## config.mk

```make
export PLATFORM = sky130hd
export DESIGN_NAME = qgcc_front
export DESIGN_NICKNAME = d
export VERILOG_FILES = /design/src/rtl/core/qgcc_pkg.sv /design/src/rtl/core/qgcc_front.sv
export VERILOG_INCLUDE_DIRS = /design/src /design/src/rtl/core
export SDC_FILE = /design/constraint.sdc
export NUM_CORES = 1
export LEC_CHECK = 0
export BUFFER_PORTS_ARGS = -buffer_cell sky130_fd_sc_hd__buf_4
export CAP_MARGIN = 5
export CORE_MARGIN = 2
export CORE_UTILIZATION = 43
export DETAILED_ROUTE_END_ITERATION = 8
export GPL_TIMING_DRIVEN = 0
export PLACE_DENSITY = 0.78
export SYNTH_ARGS = -nofsm -noshare
export SYNTH_HDL_FRONTEND = slang
export SYNTH_SLANG_ARGS = --single-unit
export TNS_END_PERCENT = 50
```

## constraint.sdc

```tcl
create_clock -name aclk -period 1.35 [get_ports aclk]
set_input_delay 0.0675 -clock aclk [delete_from_list [all_inputs] [get_ports aclk]]
set_output_delay 0.0675 -clock aclk [all_outputs]
set_load 0.005 [all_outputs]
```

## src/rtl/core/quad_grid_cell_corners_defines.svh

```systemverilog
// Assertion macros shared by the grid-cell corner RTL.
`ifndef QUAD_GRID_CELL_CORNERS_DEFINES_SVH
`define QUAD_GRID_CELL_CORNERS_DEFINES_SVH

// Same-cycle implication, masked while reset is asserted.
`define QGCC_ASSERT_NOW(lbl, clk, rstn, ante, cons) \
    lbl: assert property (@(posedge clk) disable iff (!rstn) (ante) |-> (cons)) \
        else $error("qgcc same-cycle check failed");

// Next-cycle implication, masked while reset is asserted.
`define QGCC_ASSERT_NEXT(lbl, clk, rstn, ante, cons) \
    lbl: assert property (@(posedge clk) disable iff (!rstn) (ante) |=> (cons)) \
        else $error("qgcc next-cycle check failed");

`endif

```

## src/rtl/core/qgcc_pkg.sv

```systemverilog
// Shared types, widths and constants of the grid-cell corner block.
package qgcc_pkg;

    // Grid and interface sizes.
    localparam int GRID_SIZE_DEF   = 8;
    localparam int QUEUE_DEPTH_DEF = 2;
    localparam int G_W             = 5;
    localparam int COORD_W         = 16;
    localparam int IDX_W           = 3;
    localparam int STEP_W          = 4;
    localparam int CFG_IDX_W       = 4;

    // Datapath widths, sized for the largest grid (16) and step (8).
    localparam int EDGE_W  = 21;
    localparam int LINE_W  = 22;
    localparam int CW      = 43;
    localparam int DET_W   = 44;
    localparam int SPLIT_W = 22;
    localparam int PL_W    = LINE_W + SPLIT_W + 1;
    localparam int PH_W    = LINE_W + CW - SPLIT_W;
    localparam int NUM_W   = 65;
    localparam int DEN_W   = 48;
    localparam int QBITS   = 15;

    localparam logic signed [COORD_W-1:0] COORD_MAX = 16'sh7FFF;
    localparam logic signed [COORD_W-1:0] COORD_MIN = 16'sh8000;

    // Configuration register indexes.
    typedef enum logic [CFG_IDX_W-1:0] {
        REG_TL_X = 4'd0,
        REG_TL_Y = 4'd1,
        REG_TR_X = 4'd2,
        REG_TR_Y = 4'd3,
        REG_BR_X = 4'd4,
        REG_BR_Y = 4'd5,
        REG_BL_X = 4'd6,
        REG_BL_Y = 4'd7
    } cfg_reg_t;

    typedef struct packed {
        logic [IDX_W-1:0] cell_column;
        logic [IDX_W-1:0] cell_row;
    } cell_req_t;

    typedef struct packed {
        logic signed [COORD_W-1:0] top_left_x;
        logic signed [COORD_W-1:0] top_left_y;
        logic signed [COORD_W-1:0] top_right_x;
        logic signed [COORD_W-1:0] top_right_y;
        logic signed [COORD_W-1:0] bottom_left_x;
        logic signed [COORD_W-1:0] bottom_left_y;
        logic signed [COORD_W-1:0] bottom_right_x;
        logic signed [COORD_W-1:0] bottom_right_y;
        logic                      degenerate;
    } cell_corners_t;

    typedef struct packed {
        logic signed [COORD_W-1:0] tl_x;
        logic signed [COORD_W-1:0] tl_y;
        logic signed [COORD_W-1:0] tr_x;
        logic signed [COORD_W-1:0] tr_y;
        logic signed [COORD_W-1:0] br_x;
        logic signed [COORD_W-1:0] br_y;
        logic signed [COORD_W-1:0] bl_x;
        logic signed [COORD_W-1:0] bl_y;
    } board_cfg_t;

    // Head of the request queue as seen by the back end.
    typedef struct packed {
        logic      valid;
        cell_req_t req;
    } queue_head_t;

endpackage

```

## src/rtl/core/qgcc_front.sv

```systemverilog
// Front end: accepts cell requests into a short queue for the back end.
`include "quad_grid_cell_corners_defines.svh"
module qgcc_front #(
    parameter int DEPTH = qgcc_pkg::QUEUE_DEPTH_DEF
) (
    input  logic                   aclk,
    input  logic                   aresetn,
    input  logic                   s_valid,
    output logic                   s_ready,
    input  qgcc_pkg::cell_req_t    s_data,
    input  logic                   pop,
    output qgcc_pkg::queue_head_t  head
);
    import qgcc_pkg::*;

    localparam int PTR_W = (DEPTH > 1) ? $clog2(DEPTH) : 1;
    localparam int CNT_W = $clog2(DEPTH + 1);

    cell_req_t        q_mem [DEPTH];
    logic [PTR_W-1:0] wr_ptr_reg;
    logic [PTR_W-1:0] rd_ptr_reg;
    logic [CNT_W-1:0] count_reg;
    logic             push;

    function automatic logic [PTR_W-1:0] ptr_inc(input logic [PTR_W-1:0] p);
        logic [PTR_W-1:0] r;
        if (p == PTR_W'(DEPTH - 1)) begin
            r = '0;
        end else begin
            r = p + PTR_W'(1);
        end
        return r;
    endfunction

    // Handshake and head of queue.
    assign s_ready    = (count_reg < CNT_W'(DEPTH));
    assign push       = s_valid && s_ready;
    assign head.valid = (count_reg != '0);
    assign head.req   = q_mem[rd_ptr_reg];

    // Queue pointers and fill count.
    always_ff @(posedge aclk) begin
        if (!aresetn) begin
            wr_ptr_reg <= '0;
            rd_ptr_reg <= '0;
            count_reg  <= '0;
        end else begin
            if (push) begin
                wr_ptr_reg <= ptr_inc(wr_ptr_reg);
            end
            if (pop) begin
                rd_ptr_reg <= ptr_inc(rd_ptr_reg);
            end
            count_reg <= count_reg + CNT_W'(push) - CNT_W'(pop);
        end
    end

    // Queue storage.
    always_ff @(posedge aclk) begin
        if (push) begin
            q_mem[wr_ptr_reg] <= s_data;
        end
    end

    `QGCC_ASSERT_NOW(a_count_bound, aclk, aresetn, 1'b1, count_reg <= CNT_W'(DEPTH))
    `QGCC_ASSERT_NOW(a_pop_nonempty, aclk, aresetn, pop, count_reg != '0)

endmodule

```

==> results of run 1 <==
## per-stage QoR
stage | util [%] | TNS (ns) | setup slack (ns) | instances
2_1_floorplan | - | 0 | 0.007764 | 42
3_3_place_gp | 55.77 | -0.03701 | -0.03701 | 75
3_5_place_dp | 55.77 | -0.05938 | -0.05938 | 75
4_1_cts | 63.17 | 0 | 0.01400 | 86
5_1_grt | 63.34 | -0.02564 | -0.02564 | 86
6_report | 63.34 | 0 | 0.01547 | 86
## cell families (layout without fill, tap and decap cells)
family,Yosys count,count (layout),share of synthesized area [%]
DFF,17,17,70.63
and+or+nand+nor,12,12,11.33
muxes,6,6,10.36
AOI/OAI and AO/OA,2,2,1.919
xor gates and xnor gates,2,2,2.688
buffers and inverters,2,30,1.151
adders and majority gates,1,1,1.919
## repair_timing
action | CTS | global route
hold buffers | 6 | 0
setup buffers | 2 | 0
setup endpoints to repair | 7 | 7
hold endpoints to repair | 12 | 0
pin swaps | 3 | 0
gates cloned | 0 | 0
gates resized for setup | 2 | 1
## worst max-delay path, delay by kind of cell (launching register included)
family                   cells  cell delay [ns]
flip-flops                   1             0.33
AND/OR/NAND/NOR              3             0.60
adder cells (fa/ha/maj)      1             0.18
XOR/XNOR                     1             0.13
## worst paths after layout
check,startpoint,endpoint,slack [ns],cells after the start
min reg2reg,rd_ptr_reg,flip-flop,0.59,2
max,count_reg[1],count_reg[1],0.02,5
max reg2reg,count_reg[1],count_reg[1],0.02,5
min,aresetn,rd_ptr_reg,0.02,2
## cell type report
class                           count  area, sq um  share of cell area, %
Sequential cell                    17        462.9                  50.27
Multi-Input combinational cell     23        203.9                  22.15
Timing Repair Buffer               25        202.7                  22.01
Clock buffer                        3        22.52                  2.446
Tap cell                           16        20.02                  2.174
Clock inverter                      1        5.005                 0.5435
Inverter                            1        3.754                 0.4076
## cell usage after synthesis
| cell type | count |
|---|---|
| edfxtp_1 | 12 |
| mux2_2 | 6 |
| dfxtp_1 | 5 |
| and2_1 | 4 |
| and3_1 | 2 |
| clkbuf_1 | 1 |
| ha_1 | 1 |
| inv_1 | 1 |
| nand2b_1 | 1 |
| nor2_1 | 1 |
| nor2b_1 | 1 |
| nor3b_1 | 1 |
| o21a_1 | 1 |
| o21ai_0 | 1 |
| or2_2 | 1 |
| or3_1 | 1 |
| xnor2_1 | 1 |
| xor2_1 | 1 |
## metal layers
metal / vias to the layer above / share of wire [%]
met5: - / 0
met4: 0 / 1.1
met3: 2 / 7.0
met2: 14 / 48
met1: 203 / 44
li1: 206 / -
## where the power goes
group	switching, uW	total [uW]	internal [uW]	leakage (uW)
registers	20.8	630	609	0.000154
logic	76.6	214	137	0.000206
clock network	152	262	110	0.0000177
==> metrics.cfg, run 1 <==
[finish]
num-nets-final=82
layout_common_cells=buf_4 (19), edfxtp_1 (12), mux2_2 (6), dlygate4sd3_1 (6), and2_1 (4)
layout_commonest_cell=buf_4
area_delta_synth_final_pct=41.27
fin_area_sq_um=920.9
drive_gt1_share_pct=51.43
largest_reg_flops=12
fillers=110
diodes=0

[place]
routabilityCongestion=0.7072
dp_hpwl_microns=758
placed_cell_area_sq_um=810.8
io_buffer_count=17

[die]
fp-row-count=14
die_area_sq_mm=0.001843
die_w_microns=42.94
start_util_pct=44.84
core_sq_mm=0.001454
dieHeight_microns=42.94
io_pins=18

[pwr]
vdd_drop_max_v=0.0006960
p_leak_uw=0.0003780
power_uw=1105
cellPowerDensity_mw_per_mm2=1200

[cts]
clk_pin_slew_ns=0.09
tritoncts=built
cts_buffers=3
clockBufferDepth=2
clock-sinks=17
cts_root_buf=clkbuf_4
cts_htree_levels=1
insertion_delay_ns=0.29

[logic_synthesis]
synth_nets=53
synthTopCellsByArea=edfxtp_1 (55%), dfxtp_1 (15%), mux2_2 (10%)
yosys_warnings=0
netlist_area_sq_um=651.9
avgSynthCellArea_sq_um=15.52
synthCells=42
yosysTopAreaCellShare_pct=55.28
synth_top_cell_by_area=edfxtp_1
synth.distinct_cells=18
ys_seq_area_share_pct=70.63
synth-seq-cells=17

[timing]
relSlewSlack_pct=74.50
finalHoldWorstSlack_ns=0.01584
tightest_slew_ns=0.3822
finalCriticalPeriod_ns=1.335
hold_violations=0
finClkSkew_ns=0.0008057
fin_crit_sh_pct=98.85
fmax_ghz=0.7493
final-setup-viol-count=0
slew_viol_final=0
rsz0062_at_grt=true

[routing]
dr.pass1.iters=2
finalWirelength_mm=1.054
antenna_left=0
drcViolationCount=0
vias_per_cell=4.942
wl_per_cell_microns=12.26
drtIter0Drc=2
vias=425

[min_path]
hold_path.class=input port to flip-flop

[grt]
grt_usage_pct=13.24
grt-busiest-layer=met2
grt_max_degree=11
overflow=0
first_global_vias=426
antenna_found_initial=0
grt_pass1_wl_mm=1.731
grtUsageMet3_pct=4.255
use_met2_pct=22.12
met1_usage_pct=14.80

[setup_path]
cp-end-kind=flip-flop
crit_chain=nand2b_4 > xnor2_2 > ha_2 > or3_1 > and3_1
cp_data_required_time_ns=1.54
cp_slowest_cell=dfxtp_2
critPathKind=flip-flop to flip-flop
cp_max_fo=3
critPathMaxStageDelay_ns=0.33
startpoint_type=flip-flop
arrival_ns=1.52

[run]
cap_violations=0

[status]
outcome=finished, final reports clean

(Power assumes the default switching activity.)
==> run 2, diff against run 1 <==
--- a/config.mk
+++ b/config.mk
@@ -12,7 +12,7 @@
 export CORE_UTILIZATION = 43
 export DETAILED_ROUTE_END_ITERATION = 8
 export GPL_TIMING_DRIVEN = 0
-export PLACE_DENSITY = 0.78
+export PLACE_DENSITY = 0.69
 export SYNTH_ARGS = -nofsm -noshare
 export SYNTH_HDL_FRONTEND = slang
 export SYNTH_SLANG_ARGS = --single-unit
==> run 2 against run 1 <==
  * Worst setup slack better by 0.0037 ns
  * Count of clock-buffer cells in the layout rose by 1
  * Clock skew up 0.00095 ns
  * Register-to-register slack barely moved
  * Via count fell by 5.4%
  * Clock power shrank 2%
  * Worst hold slack better by 0.0080 ns
  * Flip-flop and latch count unchanged
  * Routed wire length increased by 2.7%
  * Core utilization shrank 0.77 points
  * Critical path type unchanged
==> metrics.cfg, run 2 (synthesized netlist as in run 1, its figures left out) <==
[finish]
seq_area_sq_um=462.9  ; unchanged
drive_gt1_share_pct=47.83  ; was 51.43%
layout_common_cells=buf_4 (18), edfxtp_1 (12), mux2_2 (6), dlygate4sd3_1 (6), and2_1 (4)  ; was buf_4 (19), edfxtp_1 (12), mux2_2 (6), dlygate4sd3_1 (6), and2_1 (4)
largest_reg_flops=12  ; unchanged
diodes=0  ; unchanged
fillers=119  ; was 110
multi_input_area_sq_um=201.4  ; was 203.9 sq um
area_delta_synth_final_pct=39.54  ; was 41.27%
num-nets-final=81  ; was 82
layout_commonest_cell=buf_4  ; unchanged

[timing]
relSlewSlack_pct=63.02  ; was 74.50%
tightest_slew_ns=0.5527  ; was 0.3822 ns
hold_violations=0  ; unchanged
finalHoldWorstSlack_ns=0.02382  ; was 0.01584 ns
finClkSkew_ns=0.001753  ; was 0.0008057 ns
fin_tns_setup_ns=0  ; unchanged
rsz0062_at_grt=true  ; unchanged
final-setup-viol-count=0  ; unchanged
fmax_ghz=0.7514  ; was 0.7493 GHz
fin_crit_sh_pct=98.58  ; was 98.85%
slew_viol_final=0  ; unchanged
finalCriticalPeriod_ns=1.331  ; was 1.335 ns

[cts]
clk_pin_slew_ns=0.09  ; about the same
cts_buffers=3  ; unchanged
cts_root_buf=clkbuf_4  ; unchanged
tritoncts=built  ; unchanged
clock-sinks=17  ; unchanged
cts_htree_levels=1  ; unchanged
insertion_delay_ns=0.28  ; was 0.29 ns
clockBufferDepth=2  ; unchanged

[grt]
first_global_vias=446  ; was 426
grt_pass1_wl_mm=1.966  ; was 1.731 mm
grt_usage_pct=15.00  ; was 13.24%
grt_max_degree=10  ; was 11
antenna_found_initial=0  ; unchanged
overflow=0  ; unchanged

[routing]
drtIter0Drc=3  ; was 2
vias=402  ; was 425
finalWirelength_mm=1.082  ; was 1.054 mm
wl_per_cell_microns=12.73  ; was 12.26 microns
antenna_left=0  ; unchanged
drcViolationCount=0  ; unchanged
vias_per_cell=4.729  ; was 4.942
dr.pass1.iters=4  ; was 2

[die]
io_pins=18  ; unchanged
dieHeight_microns=42.94  ; unchanged
die_w_microns=42.94  ; unchanged
die_area_sq_mm=0.001843  ; unchanged
fp-row-count=14  ; unchanged
core_sq_mm=0.001454  ; unchanged
start_util_pct=44.84  ; unchanged

[pwr]
p_leak_uw=0.0003705  ; was 0.0003780 uW
vdd_drop_max_v=0.0006015  ; was 0.0006960 V
cellPowerDensity_mw_per_mm2=1203  ; was 1200 mW/mm^2

[run]
cap_violations=0  ; unchanged

[setup_path]
crit_chain=nand2b_4 > xnor2_2 > ha_2 > or3_1 > and3_1  ; unchanged
crit_cells=5  ; unchanged
critPathKind=flip-flop to flip-flop  ; unchanged
cp_max_fo=3  ; unchanged
arrival_ns=1.51  ; was 1.52 ns
cp_slowest_cell=dfxtp_2  ; unchanged
critPathMaxStageDelay_ns=0.33  ; about the same
startpoint_type=flip-flop  ; unchanged
cp-end-kind=flip-flop  ; unchanged
cp_data_required_time_ns=1.53  ; was 1.54 ns
cp.buffers_inverters=0  ; unchanged
rr_worst_depth=5  ; unchanged
cp_top_family=simple AND/OR/NAND/NOR gates  ; unchanged

[place]
routabilityCongestion=0.6972  ; was 0.7072
dp_hpwl_microns=811.4  ; was 758 microns
io_buffer_count=17  ; unchanged

[min_path]
hold_path.class=input port to flip-flop  ; unchanged
hold_path_depth=2  ; unchanged

[status]
outcome=finished, final reports clean  ; unchanged

-- run 2: cell types whose count changed in the layout (fill, tap and decap cells not counted), sizes merged --
cell and change:
buf -1, clkbuf +1, clkinv -1
-- run 2: area by class of cell --
type	count	area share (%)
flip-flops and latches	17	50.89
well taps	16	2.201
inverters	1	0.4127
multi-input cells	23	22.15
repair buffers	24	21.46
clock buffers	4	2.889
-- run 2: final timing paths --
| kind | startpoint | end | slack (ns) |
|---|---|---|---|
| max | count_reg[1] | count_reg[1] | 0.02 |
| min | aresetn | count_reg[0] | 0.02 |
| max reg2reg | count_reg[1] | count_reg[1] | 0.02 |
| min reg2reg | count_reg[0] | count_reg[0] | 0.60 |
-- run 2: per-stage QoR --
stage	instance area [sq um]	instances	power [uW]	worst slack [ns]	utilization, %
2_1_floorplan	663.1	42	732.6	0.007764	-
3_3_place_gp	810.8	75	823.4	-0.04044	55.77
3_5_place_dp	810.8	75	830.2	-0.04505	55.77
4_1_cts	909.6	85	1107	0.01858	62.56
5_1_grt	909.6	85	1163	-0.06109	62.56
6_report	909.6	85	1094	0.01919	62.56
-- run 2: repair_timing --
| item | 4_1_cts | 5_1_grt |
|---|---|---|
| endpoints found under the hold margin | 12 | 0 |
| setup endpoints to repair | 7 | 7 |
| pin swaps | 4 | 0 |
| setup buffers | 1 | 0 |
| resized for setup | 2 | 0 |
| hold buffers | 6 | 0 |
-- run 2: worst reg2reg max path: cells and delay by family (launching register included) --
kind                       cells  cell delay, ns
and+or+nand+nor                3            0.58
DFF                            1            0.33
adders and majority gates      1            0.19
xor gates and xnor gates       1            0.14
-- run 2: report_power, final --
part           switching, uW  leakage (uW)  internal [uW]
clock network            142     0.0000150            114
registers               21.1      0.000154            609
logic                   74.5      0.000202            133
-- run 2: layer usage --
layer / GRT usage (%) / part of all wire [%] / up-vias
met2: 26.97 / 55 / 11
met3: 2.553 / 4.5 / 2
met4: 7.273 / 0.37 / 0
met5: 0 / 0 / -
li1: - / - / 205
met1: 16.94 / 39 / 184
==> run 3, diff against run 2 <==
--- a/config.mk
+++ b/config.mk
@@ -6,13 +6,14 @@
 export SDC_FILE = /design/constraint.sdc
 export NUM_CORES = 1
 export LEC_CHECK = 0
+export ABC_AREA = 1
 export BUFFER_PORTS_ARGS = -buffer_cell sky130_fd_sc_hd__buf_4
 export CAP_MARGIN = 5
 export CORE_MARGIN = 2
-export CORE_UTILIZATION = 43
+export CORE_UTILIZATION = 44
 export DETAILED_ROUTE_END_ITERATION = 8
 export GPL_TIMING_DRIVEN = 0
-export PLACE_DENSITY = 0.69
+export PLACE_DENSITY = 0.7
 export SYNTH_ARGS = -nofsm -noshare
 export SYNTH_HDL_FRONTEND = slang
 export SYNTH_SLANG_ARGS = --single-unit
==> run 3 against run 2 <==
  * Critical path depth shrank 2
  * Count of clock-buffer cells in the layout unchanged
  * Die area grew 3.7%
  * Core utilization increased by 0.63 points
  * Combinational power grew 2%
  * Sequential power down 1%
  * Largest cell class unchanged
  * Clock power is 2% lower
  * Largest power group unchanged
  * Via count grew 5.7%
  * Worst setup slack better by 0.074 ns
  * Highest routed layer is now met3
==> metrics.cfg, run 3 <==
[logic_synthesis]
synth_xor_area_share_pct=1.261  ; was 2.687%
synth_common_cells=edfxtp_1 (12), mux2_4 (6), nor2_1 (6)  ; was edfxtp_1 (12), mux2_2 (6), dfxtp_1 (5)
synthArstFlopShare_pct=0  ; unchanged
synth-edff-count=12  ; unchanged
synth-seq-cells=17  ; unchanged
synth_nets=61  ; was 53
synth_compound_area_share_pct=2.162  ; was 1.919%
yosys_warnings=0  ; unchanged
synth-simple-area-share_pct=10.63  ; was 11.32%
synthCells=50  ; was 42
ys_seq_area_share_pct=66.31  ; was 70.63%
synth_fa_ha_area_share_pct=1.802  ; was 1.919%
synth_top_cell_by_area=edfxtp_1  ; unchanged
netlist_area_sq_um=694.4  ; was 651.9 sq um
avgSynthCellArea_sq_um=13.89  ; was 15.52 sq um
synth_top_family_by_area=multiplexers  ; was simple AND/OR/NAND/NOR gates
yosysTopAreaCellShare_pct=51.89  ; was 55.28%
synthTopCellsByArea=edfxtp_1 (52%), dfxtp_1 (14%), mux2_4 (13%)  ; was edfxtp_1 (55%), dfxtp_1 (15%), mux2_2 (10%)
synth_ff_type=edfxtp_1  ; unchanged
muxShareOfSynthArea_pct=12.97  ; was 10.36%
synth.distinct_cells=16  ; was 18
yosysMostFrequentCell=edfxtp_1  ; unchanged

[setup_path]
startpoint_type=flip-flop  ; unchanged
cp_max_fo=6  ; was 3
arrival_ns=1.19  ; was 1.51 ns
rr_worst_depth=3  ; was 5
cp-end-kind=primary output  ; was flip-flop
cp_data_required_time_ns=1.28  ; was 1.53 ns
critPathKind=flip-flop to primary output  ; was flip-flop to flip-flop
r2r-start=count_reg[1]  ; unchanged

[min_path]
hold_path.class=input port to flip-flop  ; unchanged
min_from=pop  ; was aresetn
hold_path_depth=3  ; was 2

[grt]
grt_max_degree=10  ; unchanged
overflow=0  ; unchanged
grt_usage_pct=12.74  ; was 15.00%
antenna_found_initial=0  ; unchanged
grt_pass1_wl_mm=1.642  ; was 1.966 mm
first_global_vias=414  ; was 446

[routing]
antenna_left=0  ; unchanged
vias_per_cell=4.521  ; was 4.729
vias=425  ; was 402
drtIter0Drc=1  ; was 3
drcViolationCount=0  ; unchanged
finalWirelength_microns=946  ; was 1.082 mm
wl_per_cell_microns=10.06  ; was 12.73 microns
dr.pass1.iters=4  ; unchanged

[timing]
fin_tns_setup_ns=0  ; unchanged
rsz0062_at_grt=false  ; was true
fmax_ghz=0.7957  ; was 0.7514 GHz
hold_violations=0  ; unchanged
slew_viol_final=0  ; unchanged
fin_crit_sh_pct=93.09  ; was 98.58%
relSlewSlack_pct=66.62  ; was 63.02%
tightest_slew_ns=0.4989  ; was 0.5527 ns
finClkSkew_ns=0.008403  ; was 0.001753 ns
final-setup-viol-count=0  ; unchanged
finalCriticalPeriod_ns=1.257  ; was 1.331 ns

[finish]
num-nets-final=90  ; was 81
area_delta_synth_final_pct=35.50  ; was 39.54%
layout_commonest_cell=buf_4  ; unchanged
fillers=120  ; was 119
fin_area_sq_um=940.9  ; was 909.6 sq um
layout_common_cells=buf_4 (17), edfxtp_1 (12), dlygate4sd3_1 (7), mux2_4 (6)  ; was buf_4 (18), edfxtp_1 (12), mux2_2 (6), dlygate4sd3_1 (6), and2_1 (4)
largest_reg_flops=12  ; unchanged
diodes=0  ; unchanged
drive_gt1_share_pct=41.03  ; was 47.83%

[die]
die_area_sq_mm=0.001912  ; was 0.001843 sq mm
die_w_microns=43.73  ; was 42.94 microns
start_util_pct=46.64  ; was 44.84%
core_sq_mm=0.001489  ; was 0.001454 sq mm
fp-row-count=14  ; unchanged
dieHeight_microns=43.73  ; was 42.94 microns
io_pins=18  ; unchanged

[cts]
cts_buffers=3  ; unchanged
cts_htree_levels=1  ; unchanged
clock-sinks=17  ; unchanged
cts_root_buf=clkbuf_4  ; unchanged
clockBufferDepth=2  ; unchanged
tritoncts=built  ; unchanged
clk_pin_slew_ns=0.09  ; about the same
insertion_delay_ns=0.28  ; about the same

[pwr]
cellPowerDensity_mw_per_mm2=1153  ; was 1203 mW/mm^2
vdd_drop_max_v=0.0008682  ; was 0.0006015 V
power_uw=1085  ; was 1094 uW
p_leak_uw=0.0004127  ; was 0.0003705 uW

[status]
outcome=finished, final reports clean  ; unchanged

[place]
placed_cell_area_sq_um=842.1  ; was 810.8 sq um
io_buffer_count=17  ; unchanged
dp_hpwl_microns=710.4  ; was 811.4 microns
routabilityCongestion=0.7477  ; was 0.6972

[run]
cap_violations=0  ; unchanged

run 3: cell count changes in the layout (fill, tap and decap cells not counted), sizes merged, moves of 2 or more:
| cell | change |
|---|---|
| and2 | -4 |
| inv | +5 |
| nand2 | +6 |
| nor2 | +5 |
| and3 | -2 |
| a21oi | +2 |
| nand3 | +2 |
run 3: repair_timing:
action,CTS,global route
hold buffers,7,0
endpoints found under the setup margin,0,6
setup buffers,0,0
hold endpoints to repair,13,0
gates resized for setup,0,1
run 3: per-stage QoR:
stage                     worst slack [ns]  hold slack [ns]  utilization (%)  std cells
after floorplan                     0.2533           0.1610                -         50
after global placement              0.1056           0.2522            56.55         83
after detailed placement           0.05690           0.2551            56.55         83
after CTS                          0.04852          0.03985            63.03         94
after global routing               0.01273          0.07899            63.19         94
final                              0.09330          0.04631            63.19         94
run 3: final cells by class:
type                            count  area [sq um]  area share, %
Clock buffer                        4         26.28          2.793
Tap cell                           16         20.02          2.128
Inverter                            6         22.52          2.394
Timing Repair Buffer               24         197.7          21.01
Sequential cell                    17         460.4          48.94
Multi-Input combinational cell     26         202.7          21.54
Buffer                              1         11.26          1.197
run 3: where the power goes:
part	switching [uW]	total, uW	internal (uW)
registers	15.8	622	606
logic	86.5	213	127
clock network	135	250	115
run 3: kinds of logic after synthesis:
logic type / count (synthesis)
compound gates: 3
xor+xnor: 1
fa+ha+maj: 1
buf+inv: 7
flops: 17
mux: 6
simple gates: 15
run 3: worst paths after layout:
path,slack [ns],to
worst max-delay path,0.09,head[0]
worst min-delay path,0.05,flip-flop
worst max register to register,0.11,q_mem[0][0]
worst min register to register,0.51,flip-flop
run 3: layer usage:
layer / track usage (%) / up-vias / routed length, microns
li1: - / 225 / -
met1: 12.30 / 189 / 363
met2: 21.76 / 11 / 521
met3: 7.500 / 0 / 60
met4: 5.455 / 0 / 0
met5: 0 / - / 0
run 3: worst max-delay path, cell delays in order (launching register included):
cell and delay (ns):
dfxtp_1 0.33, buf_6 0.14, mux2_4 0.30, buf_4 0.13
